[src/hw/rtl/pftr_pkg.sv]
package pftr_pkg;

    // Panel geometry
    localparam int PANEL_WIDTH      = 128;
    localparam int PANEL_HEIGHT     = 32;
    localparam int PAGE_COUNT       = 4;
    localparam int MAX_GLYPH_WIDTH  = 32;
    localparam int MAX_GLYPH_HEIGHT = 32;
    localparam int FRAME_BYTES      = PAGE_COUNT * PANEL_WIDTH;
    localparam int ADDR_W           = $clog2(FRAME_BYTES);

    // Request modes
    localparam logic [1:0] MODE_PLOT  = 2'd0;
    localparam logic [1:0] MODE_GLYPH = 2'd1;
    localparam logic [1:0] MODE_READ  = 2'd2;
    localparam logic [1:0] MODE_CLEAR = 2'd3;

    // Configuration register indexes
    localparam logic [1:0] CFG_FONT_WIDTH  = 2'd0;
    localparam logic [1:0] CFG_FONT_HEIGHT = 2'd1;
    localparam logic [1:0] CFG_START_X     = 2'd2;
    localparam logic [1:0] CFG_START_Y     = 2'd3;

    localparam logic [5:0] FONT_WIDTH_RST  = 6'd8;
    localparam logic [5:0] FONT_HEIGHT_RST = 6'd16;

    // Byte constants
    localparam logic [7:0]  BYTE_MSB   = 8'h80;
    localparam logic [7:0]  BYTE_LSB   = 8'h01;
    localparam logic [7:0]  BYTE_ONES  = 8'hff;
    localparam logic [7:0]  BYTE_ZERO  = 8'h00;
    localparam logic [31:0] PLOT_BIT   = {BYTE_MSB, 24'h000000};

    typedef struct packed {
        logic [1:0]  mode;
        logic [7:0]  pixel_x;
        logic [7:0]  pixel_y;
        logic        draw_white;
        logic [31:0] row_bits;
        logic [4:0]  row_number;
        logic        string_start;
    } request_t;

    typedef struct packed {
        logic [7:0] frame_byte;
        logic       background_white;
    } result_t;

    typedef struct packed {
        logic              we;
        logic [ADDR_W-1:0] addr;
        logic [7:0]        wdata;
    } ram_ctl_t;

endpackage

[src/hw/rtl/pftr_frame_ram.sv]
module pftr_frame_ram (
    input  logic               clk,
    input  pftr_pkg::ram_ctl_t ctl,
    output logic [7:0]         rd_data
);
    import pftr_pkg::*;

    logic [7:0] mem [FRAME_BYTES];
    logic [7:0] rd_data_reg;

    always_ff @(posedge clk)
    begin
        if (ctl.we)
        begin
            mem[ctl.addr] <= ctl.wdata;
        end
        rd_data_reg <= mem[ctl.addr];
    end

    assign rd_data = rd_data_reg;

endmodule

[config.mk]
export PLATFORM = sky130hd
export DESIGN_NAME = pftr_frame_ram
export DESIGN_NICKNAME = d
export VERILOG_FILES = /design/src/hw/rtl/pftr_pkg.sv /design/src/hw/rtl/pftr_frame_ram.sv
export SDC_FILE = /design/constraint.sdc
export NUM_CORES = 2
export LEC_CHECK = 0
export BUFFER_PORTS_ARGS = -buffer_cell sky130_fd_sc_hd__buf_2
export CAP_MARGIN = 15
export CORE_MARGIN = 2
export CORE_UTILIZATION = 60
export CTS_CLUSTER_SIZE = 8
export DETAILED_ROUTE_END_ITERATION = 10
export PLACE_DENSITY_LB_ADDON = 0.15
export SYNTH_ARGS = -nofsm -noshare
export SYNTH_HDL_FRONTEND = slang
export SYNTH_SLANG_ARGS = --single-unit
[constraint.sdc]
create_clock -name clk -period 3.88 [get_ports clk]
set_clock_uncertainty 0.05 [all_clocks]
set_input_delay 0.582 -clock clk [delete_from_list [all_inputs] [get_ports clk]]
set_output_delay 0.582 -clock clk [all_outputs]
set_load 0.01 [all_outputs]
==> flow_summary_export.csv <==
group,metric,value,unit
synth,synth-async-reset-ratio,0,
power_and_ir_drop,peakVddDrop,0.000430,V
floorplanning,rows,188,
cells_and_area,final_core_util,0.714,
critical_path,cp-startpoint,"mem[356][7]$_DFFE_PP_",
floorplanning,io_pins,27,
synth,syn_area_per_cell,20.9,um2
floorplanning,coreArea,0.263,mm2
cts,cts_setup_buffers,0,
drt,wl_met2,204,mm
critical_path,cp-start-kind,"flip-flop",
global_route,grt_pass1_vias,85631,
synth,yosys.area.top_type,"edfxtp_1",
drt,ant_nets,0,
drt,routed.top_layer,"met5",
placement,port_buffers,26,
critical_path,critPathBufInv,1,
global_route,grt_max_degree,145,
synth,synth.most_common_cell,"edfxtp_1",
drt,dr.pass1.iters,8,
timing,hold_ws,0.0672,ns
cts,cts_buffers,583,
global_route,grt_pass1_wl,630,mm
cts,path_clk_slew,0.05,ns
timing,rsz0062_at_grt,"false",
critical_path,slowest_stage,"nor4_1",
critical_path,cp_max_fo,1,
cts,clock-sinks,4104,
floorplanning,die_area,0.268,mm2
synth,syn_inst,7575,
synth,seq_area_frac_synth,0.778,
drt,first_iter_violations,13653,
timing,worst_slew_pin_slew,1.32,ns
critical_path,rr_startpoint,"mem[356][7]$_DFFE_PP_",
min_path,hold_path.class,"input port to flip-flop",
synth,synth_cell_type_count,67,
cells_and_area,largest_register_ffs,4096,
timing,fin_crit,3.68,ns
critical_path,worst_ep_required_time,4.70,ns
min_path,hold_start,"ctl[6]",
synth,synthFlopType,"edfxtp_1",
drt,vias,85885,
global_route,gr-total-overflow,0,
synth,synth.top_cells.by_count,"edfxtp_1, mux4_2, nor2_1, mux2i_1, clkbuf_1",
floorplanning,start_util,0.603,
placement,dp_slack,-0.614,ns
cts,cts_root_buf,"clkbuf_16",
synth,synth_edf_count,4096,
placement,dp.final_hpwl,282,mm
power_and_ir_drop,power.density,527,mW/mm2
critical_path,crit_chain,"mux4_2 > a22o_1 > a221oi_1 > a31oi_1 > nor4_1 > buf_4 > nor4bb_1 > nand4_1",
flow_run,cap_violations,0,
drt,wire_per_inst,35.5,um
drt,drc,0,
timing,fin_crit_sh,0.949,
synth,syn_area,0.158,mm2
placement,dp_cells,11796,
synth,synthDominantCellAreaShare,0.777,
run_status,status,"finished clean",
cts,h-tree-depth,6,
cells_and_area,fillers,15406,
timing,finalSetupViolations,0,
drt,wl_met1,164,mm
timing,slew_headroom,0.0972,
cells_and_area,drive_gt1_frac,0.303,
critical_path,cp.arrival,4.51,ns
timing,worst_slack,0.197,ns
cts,clockBufferDepth,4,
drt,drt_wl_total,444,mm
synth,synth-seq-cells,4104,
cts,tritoncts,"yes",
cells_and_area,num-nets-final,8887,
cells_and_area,fin_cells,12495,
placement,place_congestion,0.983,
synth,ys_warn_count,0,
synth,syn-num-nets,7594,
cts,clk_latency,1.03,ns
drt,dr_wl_met3,57.8,mm
critical_path,critPathCaptureType,"flip-flop",
timing,maxSlewViolCount,0,
floorplanning,die_h,518,um
critical_path,cp_top_family,"simple AND/OR/NAND/NOR gates",
drt,viasPerCell,6.87,
global_route,antenna_found_initial,22,
cells_and_area,area_growth,18.3,%
timing,final_hold_viol_count,0,
global_route,grt_use_total,0.330,
critical_path,criticalPathCategory,"flip-flop to flip-flop",
power_and_ir_drop,cellLeakagePower,61.6,nW
floorplanning,die_x,518,um
timing,max_clock_freq,272,MHz
synth,synthTopCellsByArea,"edfxtp_1, mux4_2, mux2i_1",
critical_path,cpPeakStageDelay,0.77,ns
-- final cells by class --
type / instances / area, um2 / area share
clock inverter: 50 / 880 / 0.00470
tap: 3515 / 4400 / 0.0235
clock buffer: 640 / 15000 / 0.0801
sequential: 4104 / 123000 / 0.658
timing repair buffer: 1191 / 10900 / 0.0580
antenna: 7 / 17.5 / 0.0000935
multi-input combinational: 2984 / 33000 / 0.176
inverter: 4 / 20.0 / 0.000107
-- what timing repair did --
| item | CTS | global route |
|---|---|---|
| resized for setup | 0 | 0 |
| hold buffers | 2 | 0 |
| hold endpoints to repair | 61 | 0 |
| setup endpoints to repair | 0 | 0 |
-- placed cells by master (no fill, tap or decap), types with 45 or more instances in the layout --
cell type	instances
a221oi_1	91
mux4_2	816
a22o_1	47
nand2_1	124
o21ai_0	45
a31oi_1	76
a21oi_1	77
a22oi_1	180
buf_4	1014
clkbuf_16	592
nor2_1	540
clkbuf_1	48
o22ai_1	118
nand4_1	47
mux2i_1	434
edfxtp_1	4096
buf_12	151
-- kinds of logic after synthesis --
| logic type | share of synthesized area |
|---|---|
| AOI/OAI and AO/OA | 0.0343 |
| and+or+nand+nor | 0.0274 |
| buffers and inverters | 0.0159 |
| muxes | 0.145 |
| DFF | 0.778 |
-- metal layers --
metal,GRT usage,up-vias
met4,0.124,10
li1,-,34161
met5,0,-
met3,0.0924,946
met2,0.493,6002
met1,0.472,44766
-- through the flow --
stage | setup TNS, ns | power (mW) | cell area (um2)
2_1_floorplan | 0 | 51.8 | 158000
6_report | 0 | 98.6 | 187000
3_3_place_gp | -3.36 | 54.2 | 171000
5_1_grt | 0 | 101 | 187000
4_1_cts | 0 | 98.9 | 187000
3_5_place_dp | -2.78 | 54.3 | 171000
-- worst paths after layout --
| kind | depth (start not counted) | end | slack (ns) |
|---|---|---|---|
| max reg2reg | 8 | rd_data[7]$_DFF_P_ | 0.20 |
| min reg2reg | 5 | rd_data[0]$_DFF_P_ | 0.82 |
| max | 8 | rd_data[7]$_DFF_P_ | 0.20 |
| min | 1 | mem[461][6]$_DFFE_PP_ | 0.07 |
-- report_power, final --
| part | internal [mW] | switching [mW] | total (mW) | leakage, nW |
|---|---|---|---|---|
| Clock | 27.1 | 18.0 | 45.1 | 7.74 |
| Sequential | 48.9 | 0.0555 | 49.0 | 36.9 |
| Combinational | 1.68 | 2.89 | 4.57 | 17.0 |
(Power assumes the default switching activity.)
